===== src/hdl/base32_key_encoder_top_assert.svh =====
// Assertion macros shared by the base32 key encoder modules.
// A module that uses them must have aclk and aresetn in scope.
`ifndef BASE32_KEY_ENCODER_TOP_ASSERT_SVH
`define BASE32_KEY_ENCODER_TOP_ASSERT_SVH

// The consequent must hold in the same cycle as the antecedent.
`define B32K_ASSERT_IMPLY(label, ante, cons) \
    label: assert property (@(posedge aclk) disable iff (!aresetn) (ante) |-> (cons)) \
        else $error("b32k: assertion failed");

// The condition must hold at every clock edge outside reset.
`define B32K_ASSERT_ALWAYS(label, cond) \
    label: assert property (@(posedge aclk) disable iff (!aresetn) (cond)) \
        else $error("b32k: assertion failed");

`endif


===== src/hdl/b32k_pkg.sv =====
// Shared types, constants and the symbol alphabet of the base32 key encoder.
// Used by every module of the block; depends on nothing.
`default_nettype none

package b32k_pkg;

    localparam int BYTE_W      = 8;
    localparam int SYM_W       = 5;
    localparam int CHAR_W      = 7;
    localparam int MAX_SYM     = 3;
    localparam int NSYM_W      = 2;
    localparam int IDX_W       = 2;
    localparam int HELD_W      = 3;
    localparam int REM_W       = 4;
    localparam int TOTAL_W     = 4;
    localparam int BUF_W       = 12;
    localparam int GROUP_W     = 3;
    localparam int QUEUE_DEPTH = 4;
    localparam int QPTR_W      = 2;
    localparam int QCNT_W      = 3;

    localparam logic [GROUP_W-1:0] GROUP_LEN = 3'd5;
    localparam logic [HELD_W-1:0]  MAX_HELD  = 3'd4;

    localparam logic [CHAR_W-1:0] CHAR_A      = 7'h41;
    localparam logic [CHAR_W-1:0] CHAR_J      = 7'h4A;
    localparam logic [CHAR_W-1:0] CHAR_P      = 7'h50;
    localparam logic [CHAR_W-1:0] CHAR_2      = 7'h32;
    localparam logic [CHAR_W-1:0] CHAR_HYPHEN = 7'h2D;

    // One accepted byte, already cut into its symbols.
    typedef struct packed {
        logic [MAX_SYM-1:0][SYM_W-1:0] syms;
        logic [NSYM_W-1:0]             nsym;
        logic                          last;
    } b32k_entry_t;

    // The alphabet skips the letters I and O.
    function automatic logic [CHAR_W-1:0] sym_to_char(input logic [SYM_W-1:0] v);
        logic [CHAR_W-1:0] v7;
        v7 = {2'b00, v};
        if (v < 5'd8) begin
            return CHAR_A + v7;
        end else if (v < 5'd13) begin
            return CHAR_J + v7 - 7'd8;
        end else if (v < 5'd24) begin
            return CHAR_P + v7 - 7'd13;
        end else begin
            return CHAR_2 + v7 - 7'd24;
        end
    endfunction

endpackage

`default_nettype wire


===== src/hdl/base32_key_encoder_top.sv =====
// Top level of the base32 key encoder: configuration register, front end,
// queue and back end. Depends on b32k_pkg, b32k_front, b32k_queue, b32k_back.
//
//   Channel   Ports                                   Direction  Beat
//   ------    --------------------------------------  ---------  ---------------------
//   input     s_valid s_ready s_data_byte s_last_byte  in         one identifier byte
//   result    m_valid m_ready m_key_char m_last_char   out        one key character
//   config    cfg_wr_en cfg_wr_data                    in         hyphen_enable write
//
// A byte is accepted in the cycle it arrives whenever the four-entry queue has room.
// The back end drives one character per cycle from its output register while m_ready
// is high, one symbol of a byte after another; that register sets the rate.
// Reset is synchronous; there is no clearing pass.
// Input and output stall independently; the queue absorbs up to four cut bytes.
`default_nettype none

module base32_key_encoder_top (
    input  wire logic       aclk,
    input  wire logic       aresetn,
    input  wire logic       cfg_wr_en,
    input  wire logic       cfg_wr_data,
    input  wire logic       s_valid,
    output logic            s_ready,
    input  wire logic [7:0] s_data_byte,
    input  wire logic       s_last_byte,
    output logic            m_valid,
    input  wire logic       m_ready,
    output logic [6:0]      m_key_char,
    output logic            m_last_char
);
    import b32k_pkg::*;

    logic        hyphen_enable_reg, hyphen_enable_next;
    logic        push_valid, push_ready;
    logic        pop_valid, pop_ready;
    b32k_entry_t push_entry;
    b32k_entry_t pop_entry;

    assign hyphen_enable_next = cfg_wr_en ? cfg_wr_data : hyphen_enable_reg;

    always_ff @(posedge aclk) begin
        if (!aresetn) begin
            hyphen_enable_reg <= 1'b0;
        end else begin
            hyphen_enable_reg <= hyphen_enable_next;
        end
    end

    b32k_front u_front (
        .aclk        (aclk),
        .aresetn     (aresetn),
        .s_valid     (s_valid),
        .s_ready     (s_ready),
        .s_data_byte (s_data_byte),
        .s_last_byte (s_last_byte),
        .push_valid  (push_valid),
        .push_ready  (push_ready),
        .push_entry  (push_entry)
    );

    b32k_queue u_queue (
        .aclk       (aclk),
        .aresetn    (aresetn),
        .push_valid (push_valid),
        .push_ready (push_ready),
        .push_entry (push_entry),
        .pop_valid  (pop_valid),
        .pop_ready  (pop_ready),
        .pop_entry  (pop_entry)
    );

    b32k_back u_back (
        .aclk          (aclk),
        .aresetn       (aresetn),
        .hyphen_enable (hyphen_enable_reg),
        .pop_valid     (pop_valid),
        .pop_ready     (pop_ready),
        .pop_entry     (pop_entry),
        .m_valid       (m_valid),
        .m_ready       (m_ready),
        .m_key_char    (m_key_char),
        .m_last_char   (m_last_char)
    );

endmodule

`default_nettype wire


===== src/hdl/b32k_front.sv =====
// Front end: accepts identifier bytes and cuts the bit stream into 5-bit symbols.
// Depends on b32k_pkg and the assertion macro header.
`default_nettype none
`include "base32_key_encoder_top_assert.svh"

module b32k_front (
    input  wire logic                       aclk,
    input  wire logic                       aresetn,
    input  wire logic                       s_valid,
    output logic                            s_ready,
    input  wire logic [7:0]                 s_data_byte,
    input  wire logic                       s_last_byte,
    output logic                            push_valid,
    input  wire logic                       push_ready,
    output b32k_pkg::b32k_entry_t           push_entry
);
    import b32k_pkg::*;

    logic [HELD_W-1:0]  held_reg, held_next;
    logic [REM_W-1:0]   rem_reg, rem_next;
    logic [BUF_W-1:0]   bits;
    logic [TOTAL_W-1:0] total;
    logic [TOTAL_W-1:0] left;
    logic               two_full;
    logic               accept;

    assign s_ready    = push_ready;
    assign push_valid = s_valid;
    assign accept     = s_valid && push_ready;

    // Held bits sit below the new byte; bits above the total are always zero.
    always_comb begin
        bits     = (BUF_W'(s_data_byte) << held_reg) | BUF_W'(rem_reg);
        total    = TOTAL_W'(held_reg) + TOTAL_W'(BYTE_W);
        two_full = total >= 4'd10;
        left     = two_full ? (total - 4'd10) : (total - 4'd5);

        push_entry.syms[0] = bits[4:0];
        push_entry.syms[1] = bits[9:5];
        push_entry.syms[2] = {3'b000, bits[11:10]};
        push_entry.nsym    = (two_full ? 2'd2 : 2'd1)
                           + ((s_last_byte && (left != 4'd0)) ? 2'd1 : 2'd0);
        push_entry.last    = s_last_byte;
    end

    always_comb begin
        held_next = held_reg;
        rem_next  = rem_reg;
        if (accept) begin
            if (s_last_byte) begin
                held_next = '0;
                rem_next  = '0;
            end else begin
                held_next = left[HELD_W-1:0];
                rem_next  = two_full ? {2'b00, bits[11:10]} : bits[8:5];
            end
        end
    end

    always_ff @(posedge aclk) begin
        if (!aresetn) begin
            held_reg <= '0;
            rem_reg  <= '0;
        end else begin
            held_reg <= held_next;
            rem_reg  <= rem_next;
        end
    end

    `B32K_ASSERT_ALWAYS(a_front_held_range, held_reg <= MAX_HELD)

endmodule

`default_nettype wire


===== src/hdl/b32k_queue.sv =====
// Short queue of cut bytes between the front end and the character emitter.
// Depends on b32k_pkg and the assertion macro header.
`default_nettype none
`include "base32_key_encoder_top_assert.svh"

module b32k_queue (
    input  wire logic                  aclk,
    input  wire logic                  aresetn,
    input  wire logic                  push_valid,
    output logic                       push_ready,
    input  wire b32k_pkg::b32k_entry_t push_entry,
    output logic                       pop_valid,
    input  wire logic                  pop_ready,
    output b32k_pkg::b32k_entry_t      pop_entry
);
    import b32k_pkg::*;

    b32k_entry_t         mem [QUEUE_DEPTH];
    logic [QPTR_W-1:0]   wr_ptr_reg, wr_ptr_next;
    logic [QPTR_W-1:0]   rd_ptr_reg, rd_ptr_next;
    logic [QCNT_W-1:0]   count_reg, count_next;
    logic                do_push;
    logic                do_pop;

    assign push_ready = count_reg != QCNT_W'(QUEUE_DEPTH);
    assign pop_valid  = count_reg != '0;
    assign pop_entry  = mem[rd_ptr_reg];
    assign do_push    = push_valid && push_ready;
    assign do_pop     = pop_valid && pop_ready;

    always_comb begin
        wr_ptr_next = do_push ? wr_ptr_reg + 1'b1 : wr_ptr_reg;
        rd_ptr_next = do_pop ? rd_ptr_reg + 1'b1 : rd_ptr_reg;
        count_next  = count_reg + QCNT_W'(do_push) - QCNT_W'(do_pop);
    end

    always_ff @(posedge aclk) begin
        if (do_push) begin
            mem[wr_ptr_reg] <= push_entry;
        end
    end

    always_ff @(posedge aclk) begin
        if (!aresetn) begin
            wr_ptr_reg <= '0;
            rd_ptr_reg <= '0;
            count_reg  <= '0;
        end else begin
            wr_ptr_reg <= wr_ptr_next;
            rd_ptr_reg <= rd_ptr_next;
            count_reg  <= count_next;
        end
    end

    `B32K_ASSERT_ALWAYS(a_queue_count_range, count_reg <= QCNT_W'(QUEUE_DEPTH))
    `B32K_ASSERT_IMPLY(a_queue_full_ptrs, count_reg == QCNT_W'(QUEUE_DEPTH),
        wr_ptr_reg == rd_ptr_reg)

endmodule

`default_nettype wire


===== src/hdl/b32k_back.sv =====
// Back end: symbols to ASCII beats, adds hyphens; one per cycle unless stalled.
// Depends on b32k_pkg and the assertion macro header.
`default_nettype none
`include "base32_key_encoder_top_assert.svh"

module b32k_back (
    input  wire logic                  aclk,
    input  wire logic                  aresetn,
    input  wire logic                  hyphen_enable,
    input  wire logic                  pop_valid,
    output logic                       pop_ready,
    input  wire b32k_pkg::b32k_entry_t pop_entry,
    output logic                       m_valid,
    input  wire logic                  m_ready,
    output logic [6:0]                 m_key_char,
    output logic                       m_last_char
);
    import b32k_pkg::*;

    logic                m_valid_reg, m_valid_next;
    logic [CHAR_W-1:0]   char_reg, char_next;
    logic                last_reg, last_next;
    logic [IDX_W-1:0]    idx_reg, idx_next;
    logic [GROUP_W-1:0]  group_reg, group_next;
    logic                hyph_reg, hyph_next;
    logic                out_free;
    logic                is_end;
    logic                final_sym;
    logic                group_full;
    logic [GROUP_W-1:0]  group_inc;

    assign m_valid     = m_valid_reg;
    assign m_key_char  = char_reg;
    assign m_last_char = last_reg;

    always_comb begin
        out_free   = !m_valid_reg || m_ready;
        is_end     = (idx_reg + 2'd1) == pop_entry.nsym;
        final_sym  = pop_entry.last && is_end;
        group_inc  = group_reg + 3'd1;
        group_full = group_inc == GROUP_LEN;

        m_valid_next = m_valid_reg;
        char_next    = char_reg;
        last_next    = last_reg;
        idx_next     = idx_reg;
        group_next   = group_reg;
        hyph_next    = hyph_reg;
        pop_ready    = 1'b0;

        if (out_free) begin
            priority if (hyph_reg) begin
                // A pending hyphen goes out before the next queued symbol.
                m_valid_next = 1'b1;
                char_next    = CHAR_HYPHEN;
                last_next    = 1'b0;
                hyph_next    = 1'b0;
            end else if (pop_valid) begin
                m_valid_next = 1'b1;
                char_next    = sym_to_char(pop_entry.syms[idx_reg]);
                last_next    = final_sym;
                if (is_end) begin
                    pop_ready = 1'b1;
                    idx_next  = '0;
                end else begin
                    idx_next  = idx_reg + 2'd1;
                end
                group_next = (final_sym || group_full) ? '0 : group_inc;
                hyph_next  = hyphen_enable && group_full && !final_sym;
            end else begin
                m_valid_next = 1'b0;
            end
        end
    end

    always_ff @(posedge aclk) begin
        char_reg <= char_next;
        last_reg <= last_next;
    end

    always_ff @(posedge aclk) begin
        if (!aresetn) begin
            m_valid_reg <= 1'b0;
            idx_reg     <= '0;
            group_reg   <= '0;
            hyph_reg    <= 1'b0;
        end else begin
            m_valid_reg <= m_valid_next;
            idx_reg     <= idx_next;
            group_reg   <= group_next;
            hyph_reg    <= hyph_next;
        end
    end

    `B32K_ASSERT_ALWAYS(a_back_group_range, group_reg < GROUP_LEN)
    `B32K_ASSERT_IMPLY(a_back_no_hyphen_after_last, m_valid_reg && last_reg, !hyph_reg)
    `B32K_ASSERT_IMPLY(a_back_idx_idle, !pop_valid, idx_reg == '0)

endmodule

`default_nettype wire

===== config.mk =====
export PLATFORM = sky130hd
export DESIGN_NAME = base32_key_encoder_top
export DESIGN_NICKNAME = d
export VERILOG_FILES = /design/src/hdl/b32k_pkg.sv /design/src/hdl/base32_key_encoder_top.sv /design/src/hdl/b32k_front.sv /design/src/hdl/b32k_queue.sv /design/src/hdl/b32k_back.sv
export VERILOG_INCLUDE_DIRS = /design/src /design/src/hdl
export SDC_FILE = /design/constraint.sdc
export NUM_CORES = 1
export LEC_CHECK = 0
export BUFFER_PORTS_ARGS = -buffer_cell sky130_fd_sc_hd__buf_4
export CELL_PAD_IN_SITES_DETAIL_PLACEMENT = 1
export CELL_PAD_IN_SITES_GLOBAL_PLACEMENT = 1
export CORE_ASPECT_RATIO = 1.1
export CORE_UTILIZATION = 54
export CTS_CLUSTER_SIZE = 40
export DETAILED_ROUTE_END_ITERATION = 8
export PLACE_DENSITY = 0.86
export SYNTH_ARGS = -nofsm -noshare
export SYNTH_HDL_FRONTEND = slang
export SYNTH_SLANG_ARGS = --single-unit
export TNS_END_PERCENT = 30

===== constraint.sdc =====
create_clock -name aclk -period 4.85 [get_ports aclk]
set_input_delay 0.2425 -clock aclk [delete_from_list [all_inputs] [get_ports aclk]]
set_output_delay 0.2425 -clock aclk [all_outputs]
set_load 0.02 [all_outputs]

# After elaboration in Yosys (flattened, before gate mapping)
# Memory sizes are Yosys's and may differ from the RTL's. A register that Yosys moved wholly into a read port is not among the register bits.
# Cells that the tools add are included.
[op_classes] eq_ne=3 reduce_logical=15 shift=1 magnitude_cmp=5 bitwise=2 n_mux=27 n_addsub=17
[ops] op="7-bit two-way mux" count=4
[ops] op="7-bit by 5-bit adder with 7-bit output, first input constant" count=3
[ops] op="7-bit by 4-bit subtractor with 7-bit output, second input constant" count=2
[ops] op="1-bit two-way mux" count=12
[ops] op="4-bit two-way mux" count=3
[ops] op="12-bit by 4-bit OR with 12-bit output" count=1
[ops] op="8-bit by 3-bit left shift with 12-bit output" count=1
[ops] op="5-bit binary-select mux with 2-bit select" count=1
[ops] op="5-bit by 4-bit less-than comparator with 1-bit output, second input constant" count=2
[ops] op="2-bit two-way mux" count=4
[ops] op="6-bit by 5-bit adder with 7-bit output, first input constant" count=1
[ops] op="7-bit by 5-bit subtractor with 7-bit output, second input constant" count=1
[ops] op="2-bit by 1-bit adder with 2-bit output, second input constant" count=3
[ops] op="1-bit logical AND" count=6
[ops] op="3-bit two-way mux" count=2
[ops] op="5-bit less-than comparator, second input constant" count=1
[ops] op="5-bit two-way mux" count=1
[ops] op="3-bit by 4-bit adder with 4-bit output, second input constant" count=1
[ops] op="4-bit greater-or-equal comparator, second input constant" count=1
[ops] op="4-bit nonzero test" count=1
[ops] op="4-bit by 3-bit subtractor with 4-bit output, second input constant" count=1
[ops] op="4-bit subtractor, second input constant" count=1
[ops] op="3-bit by 1-bit adder with 3-bit output" count=1
[ops] op="3-bit by 1-bit adder with 3-bit output, second input constant" count=1
[ops] op="other kinds (13)" count=15
[totals] n_memories=1 ram_bits=60 out_inout_bits=10 inputBits=15 elab_cells=83 ff_bits=30
[memory_table] name="u_queue.mem" depth=4 width=15 read_ports=1 rd_ports_with_merged_regs=1 write_ports=1 line="b32k_queue.sv:18" rtl="b32k_entry_t mem [QUEUE_DEPTH];"

# Longest topological paths before layout
# Gate-level depths: netlist of the first run.
[logic_depth] ltp_word=9 ltp_mapped=14 mapped_depth_nobuf=12

# Hierarchy
# From an unflattened synthesis of the first run, not the netlist that was laid out.
[unflattened] hier_cells=364 area_unflattened_um2=5108.6
[modules_own_cells] mod="b32k_queue" instances=1 area_per_inst_um2=3111.7 seq_area_each_um2=2342.2 cells_per_inst=142
[modules_own_cells] mod="b32k_back" instances=1 area_per_inst_um2=1062.3 seq_area_each_um2=380.4 cells_per_inst=111
[modules_own_cells] mod="b32k_front" instances=1 area_per_inst_um2=898.4 seq_area_each_um2=140.1 cells_per_inst=108
[modules_own_cells] mod="base32_key_encoder_top" instances=1 area_per_inst_um2=36.3 seq_area_each_um2=20.0 cells_per_inst=3

# Worst setup path after synthesis of the first run
# No wires, ideal clock.
[synth_timing] path_type="register -> register" start="reg with a tool-made name" end="reg u_queue.count_reg[2]" t_arrival_ps=2796 path_stages_with_launch=15 path_buffers=2 path_slack_ps=1926 required_time_ps=4722 synth_period_minus_slack_ps=2924 path_cell_list="dfxtp_1 buf_6 mux4_2 xnor2_2 mux2i_1 buf_2 nor2_1 ha_1 inv_1 ha_1 inv_1 fa_1 xor2_1 xnor2_1 nor2_1"
[synth_rtl] item="to (signal assigned)" line="b32k_queue.sv:51" rtl="count_reg <= count_next;"
[synth_rtl] item="to (decl)" line="b32k_queue.sv:21" rtl="logic [QCNT_W-1:0] count_reg, count_next;"

==> impl_metrics.csv, run 1 <==
group,metric,value,unit
pwr,sequentialPowerShare,40.2,%
drt,vias,2926,
drt,via_per_inst,5.96,
sta,finalSetupViolations,0,
global_route,antenna_found_initial,0,
clock_tree,cts.sinks,92,
pwr,ir_drop,0.228,mV
global_route,top_usage_layer,"met2",
critical_path,r2r_setup_slack,1.18,ns
layout,largest_reg_flops,60,
pwr,clkPwrFrac,17.8,%
synthesis,seq_area_frac_synth,55.4,%
critical_path,arrival,3.89,ns
clock_tree,clk_pin_slew,0.10,ns
sta,clock_skew,0.0130,ns
pwr,internal_power,1.78,mW
synthesis,yosys_warnings,0,
pwr,power_density,568,nW/um2
clock_tree,postCtsSetupRepairBufs,0,
synthesis,async_reset_ff_share,0,%
critical_path,crit_path_start_kind,"register",
layout,fin_util,61.9,%
sta,fmax,272,MHz
clock_tree,cts_buffers,9,
floorplan,coreArea,8040,um2
floorplan,start_util,56.6,%
floorplan,dieArea,8800,um2
synthesis,synth_nets,393,
floorplan,die_x,89.5,um
synthesis,ys_types,57,
sta,period_share,75.7,%
layout,nNetsFinal,412,
synthesis,synth-edff-count,68,
layout,drive_gt1_share,15.7,%
synthesis,syn_inst,359,
clock_tree,post_cts_resized,0,
global_route,grt_use_met1,30.0,%
layout,syn_to_final_growth,9.43,%
drt,drc_errors,0,
min_path,hp-class,"input pin to register",
clock_tree,clk_path_buf_depth,2,
place,dpl_cell_area,4790,um2
sta,slew_headroom,40.8,%
layout,layout_common_cells,"68 x edfxtp_1, 27 x buf_4, 26 x inv_1",
floorplan,std_cell_rows,34,
place,hpwl,7240,um
drt,firstDrtPassIters,4,
pwr,netSwitchingFraction,37.0,%
pwr,combPwrFrac,42.0,%
global_route,grt_pass1_vias,3141,
global_route,grt_max_degree,23,
sta,setup_tns,0,ns
clock_tree,insertion_delay,0.35,ns
drt,ant_nets,0,
synthesis,syn_avg_cell_area,12.7,um2
drt,avgRoutedWirePerCell,20.4,um
synthesis,ys_ff_latch,92,
clock_tree,cts_root_buffer,"clkbuf_8",
synthesis,synth_area,4550,um2
sta,hold_viol,0,
layout,final_cell_area,4980,um2
global_route,grt_use_met2,43.6,%
drt,dr.first_iter.drc_count,150,
drt,drt-total-wl,10000,um
floorplan,die_h,98.3,um
global_route,grt-ovfl-total,0,
job,max_cap_violations,0,
critical_path,worstSetupEndpointType,"register",
synthesis,ys.flop_type,"edfxtp_1",
layout,n_antenna_cell,0,
floorplan,io-pin-count,25,
place,port_buffers,24,
critical_path,path_class,"register to register",
layout,mostFrequentLayoutCell,"edfxtp_1",
clock_tree,cts_tree,"built",
pwr,p_leak,1.83,nW
sta,rsz0062_at_grt,"false",
clock_tree,h-tree-depth,3,
global_route,grtUsageMet3,4.73,%
place,gp_congestion,0.818,
sta,final_max_slew_viol_count,0,
global_route,track_usage,25.0,%
sta,final.min_clock_period,3.67,ns
pwr,switchingPower,1.05,mW
run_status,status,"completed",
clock_tree,cts_hold_buf,0,
critical_path,crit_fanout,18,
sta,worstMarginPinSlew,0.864,ns
global_route,grt_pass1_wl,15900,um
critical_path,worstPathRequired,5.07,ns
-- power by group through the flow --
stage                     Clock, mW  Combinational, mW  Sequential (mW)
after detailed placement          0               1.19             1.16
after floorplan                   0              0.875             1.16
after global placement            0               1.10             1.14
after global routing          0.537               1.30             1.15
final                         0.503               1.19             1.14
after CTS                     0.506               1.20             1.14
-- synth_stat cells (9+ instances only) --
library cell,n,area [um2]
inv_1,26,97.6
nor2_1,25,93.8
edfxtp_1,68,2040
o21ai_0,14,70.1
dfxtp_1,24,480
a21oi_1,19,95.1
ha_1,18,225
nand2_1,21,78.8
nor3_1,10,50.1
mux4_1,9,236
mux2i_1,14,140
clkbuf_1,10,37.5
-- worst paths after layout --
check	cells past startpoint	end	from
setup / recovery	13	u_queue.count_reg[2]	register
hold / removal	3	hyphen_enable_reg	cfg_wr_data
setup reg to reg	13	u_queue.count_reg[2]	register
hold reg to reg	2	u_front.rem_reg[1]	u_front.rem_reg[1]
-- layer usage --
layer	wire length, um	share of wire, %
met1	4180	42
met2	5410	54
met4	196	2.0
met3	215	2.2
met5	0	0
-- stage by stage --
step / hold WS (ns) / instances / total power, mW / setup WS, ns
floorplan: 0.341 / 359 / 2.03 / 1.93
global placement: 0.443 / 475 / 2.24 / 1.37
detailed placement: 0.459 / 475 / 2.34 / 1.12
CTS: 0.114 / 491 / 2.84 / 1.12
global route: 0.124 / 491 / 2.99 / 0.943
finish: 0.126 / 491 / 2.83 / 1.18
-- worst max-delay path: stages, from the launching register on --
cell and delay [ns]:
dfxtp_1 0.32, buf_4 0.28, mux4_2 0.58, xnor2_2 0.18, mux2i_1 0.75, nor2_1 0.13
ha_1 0.32, inv_1 0.06, ha_1 0.13, inv_1 0.05, fa_1 0.37, xor2_1 0.16
xnor2_1 0.16, nor2_1 0.06
-- area by class of cell --
| class | instances | area, um2 |
|---|---|---|
| Clock buffer | 9 | 124 |
| Clock inverter | 7 | 67.6 |
| Fill cell | 816 | 3060 |
| Inverter | 27 | 101 |
| Multi-Input combinational cell | 221 | 1830 |
| Sequential cell | 92 | 2520 |
| Tap cell | 108 | 135 |
| Timing Repair Buffer | 27 | 203 |
-- cell families (layout without fill, tap and decap cells) --
family / Yosys count / in the layout / share of synthesized area, %
flip-flops: 92 / 92 / 55.4
XOR/XNOR: 6 / 6 / 1.32
AND/OR/NAND/NOR: 91 / 91 / 9.79
adder cells (fa/ha/maj): 19 / 19 / 5.39
buffers and inverters: 46 / 70 / 4.43
AO/OA/AOI/OAI: 69 / 69 / 10.4
multiplexers: 36 / 36 / 13.2
(Power assumes the default switching activity.)
==> run 2: changes to the inputs <==
--- a/config.mk
+++ b/config.mk
@@ -10,10 +10,10 @@
 export CELL_PAD_IN_SITES_DETAIL_PLACEMENT = 1
 export CELL_PAD_IN_SITES_GLOBAL_PLACEMENT = 1
 export CORE_ASPECT_RATIO = 1.1
-export CORE_UTILIZATION = 54
+export CORE_UTILIZATION = 45
 export CTS_CLUSTER_SIZE = 40
 export DETAILED_ROUTE_END_ITERATION = 8
-export PLACE_DENSITY = 0.86
+export PLACE_DENSITY = 0.76
 export SYNTH_ARGS = -nofsm -noshare
 export SYNTH_HDL_FRONTEND = slang
 export SYNTH_SLANG_ARGS = --single-unit
==> constraint.sdc (replaced) <==
create_clock -name aclk -period 3.1 [get_ports aclk]
set_input_delay 0.155 -clock aclk [delete_from_list [all_inputs] [get_ports aclk]]
set_output_delay 0.155 -clock aclk [all_outputs]
set_load 0.02 [all_outputs]
==> impl_metrics.csv, run 2 (synthesis gave the netlist of run 1 again) <==
group,metric,value,unit
run_status,status,"completed",
layout,mostFrequentLayoutCell,"edfxtp_1",
global_route,grt_max_degree,23,
floorplan,dieArea,10500,um2
sta,worstMarginPinSlew,0.863,ns
critical_path,reg2reg_depth,12,
sta,clock_skew,0.0109,ns
global_route,grt_use_met1,24.0,%
layout,final_cell_count_no_fill,512,
layout,syn_to_final_growth,11.6,%
critical_path,path_class,"register to register",
pwr,combPwrFrac,42.5,%
place,gp_congestion,0.818,
min_path,hp-class,"input pin to register",
drt,via_per_inst,5.66,
floorplan,io-pin-count,25,
sta,slew_headroom,42.5,%
critical_path,cpPeakStageDelay,0.55,ns
clock_tree,cts_buffers,9,
pwr,sequentialPowerShare,39.1,%
min_path,holdPathEnd,"hyphen_enable_reg",
clock_tree,insertion_delay,0.37,ns
drt,drc_errors,0,
sta,fin_ws,0.189,ns
floorplan,std_cell_rows,38,
drt,ant_nets,0,
place,port_buffers,24,
layout,fin_util,51.6,%
critical_path,reg2reg_to,"u_queue.count_reg[2]",
critical_path,cp_slowest_cell,"mux4_2",
critical_path,cp_top_family,"adder cells",
critical_path,cp_num_buf_inv,2,
layout,drive_gt1_share,18.4,%
layout,multiInputGateArea,1830,um2
place,hpwl,7060,um
pwr,total_power,4.52,mW
layout,layout_common_cells,"68 x edfxtp_1, 35 x buf_4, 26 x inv_1",
sta,finalSetupViolations,0,
job,max_cap_violations,0,
layout,regArea,2530,um2
drt,avgRoutedWirePerCell,18.8,um
layout,n_fill_cell,1028,
drt,vias,2898,
drt,dr.first_iter.drc_count,126,
clock_tree,clk_path_buf_depth,2,
pwr,switchingPower,1.65,mW
drt,drt-total-wl,9620,um
floorplan,die_x,97.9,um
global_route,grt_use_met2,34.4,%
global_route,grt-ovfl-total,0,
floorplan,die_h,107,um
global_route,antenna_found_initial,0,
pwr,ir_drop,0.342,mV
global_route,top_usage_layer,"met2",
sta,final.min_clock_period,2.91,ns
floorplan,coreArea,9840,um2
layout,largest_reg_flops,60,
min_path,worst_hold_path.num_cells,3,
clock_tree,cts.sinks,92,
pwr,netSwitchingFraction,36.5,%
pwr,clkPwrFrac,18.4,%
min_path,hold_start,"cfg_wr_data",
pwr,p_leak,1.87,nW
critical_path,worstPathRequired,3.33,ns
critical_path,r2r_setup_slack,0.19,ns
global_route,grt_pass1_vias,3040,
drt,firstDrtPassIters,4,
critical_path,cp_cell_sequence,"mux4_2 > xnor2_2 > mux2i_2 > nor2_1 > ha_1 > inv_1 > ha_1 > inv_1 > fa_1 > xor2_1 > xnor2_1 > nor2_1",
place,dp_slack,0.0521,ns
global_route,grt_pass1_wl,15600,um
global_route,track_usage,19.8,%
place,place_inst,495,
global_route,grtUsageMet3,3.83,%
critical_path,crit_fanout,6,
clock_tree,cts_tree,"built",
clock_tree,cts_root_buffer,"clkbuf_8",
clock_tree,clk_pin_slew,0.10,ns
sta,hold_viol,0,
critical_path,arrival,3.14,ns
sta,final_max_slew_viol_count,0,
sta,fmax,344,MHz
critical_path,crit_path_start_kind,"register",
clock_tree,h-tree-depth,3,
layout,n_antenna_cell,0,
clock_tree,postCtsSetupRepairBufs,0,
sta,period_share,93.9,%
layout,nNetsFinal,421,
pwr,internal_power,2.87,mW
pwr,power_density,890,nW/um2
place,dpl_cell_area,4860,um2
layout,final_cell_area,5080,um2
critical_path,worstSetupEndpointType,"register",
floorplan,start_util,46.2,%
[run 2: final cells by class]
type                    instances  area share, %
clock buffers                   9           2.44
clock inverters                 7           1.48
repair buffers                 36           5.37
well taps                     120           2.96
flip-flops and latches         92           49.7
multi-input cells             221           36.0
inverters                      27           2.00
[run 2: repair_timing]
action,in CTS,in global routing
endpoints found under the setup margin,0,3
hold buffers,1,0
resized for setup,0,3
endpoints found under the hold margin,1,0
[run 2: worst max-delay path by stage]
stage / end / slack [ns] / from / cells past startpoint
finish: u_queue.count_reg[2] / 0.19 / register / 12
global route: u_queue.count_reg[2] / -0.008 / register / 12
CTS: u_queue.count_reg[2] / 0.02 / register / 12
detailed placement: u_queue.count_reg[2] / 0.05 / register / 12
global placement: u_back.m_key_char[1] / 0.21 / register / 9
floorplan: u_queue.count_reg[2] / 0.18 / register / 14
[run 2: power groups by stage]
| stage | Combinational (mW) | Clock [mW] | Sequential (mW) |
|---|---|---|---|
| final | 1.92 | 0.831 | 1.77 |
| after floorplan | 1.37 | 0 | 1.81 |
| after global routing | 2.14 | 0.895 | 1.80 |
| after global placement | 1.83 | 0 | 1.78 |
| after CTS | 1.93 | 0.838 | 1.77 |
| after detailed placement | 1.92 | 0 | 1.80 |
[run 2: metrics by stage]
stage,TNS [ns],hold slack [ns]
after floorplan,0,0.254
after global placement,0,0.380
after detailed placement,0,0.391
after CTS,0,0.00850
after global routing,-0.00809,0.0326
final,0,0.0241
[run 2: worst reg2reg max path, stage by stage, from the launching register on]
cell	delay (ns)
dfxtp_4	0.41
mux4_2	0.55
xnor2_2	0.18
mux2i_2	0.25
nor2_1	0.07
ha_1	0.30
inv_1	0.06
ha_1	0.15
inv_1	0.06
fa_1	0.38
xor2_1	0.18
xnor2_1	0.14
nor2_1	0.05
[run 2: layer usage]
| layer | up-vias | share of wire (%) | wire, um |
|---|---|---|---|
| li1 | 1397 | - | - |
| met1 | 1442 | 44 | 4220 |
| met2 | 48 | 52 | 4970 |
| met3 | 11 | 2.5 | 245 |
| met4 | 0 | 1.9 | 181 |
| met5 | - | 0 | 0 |
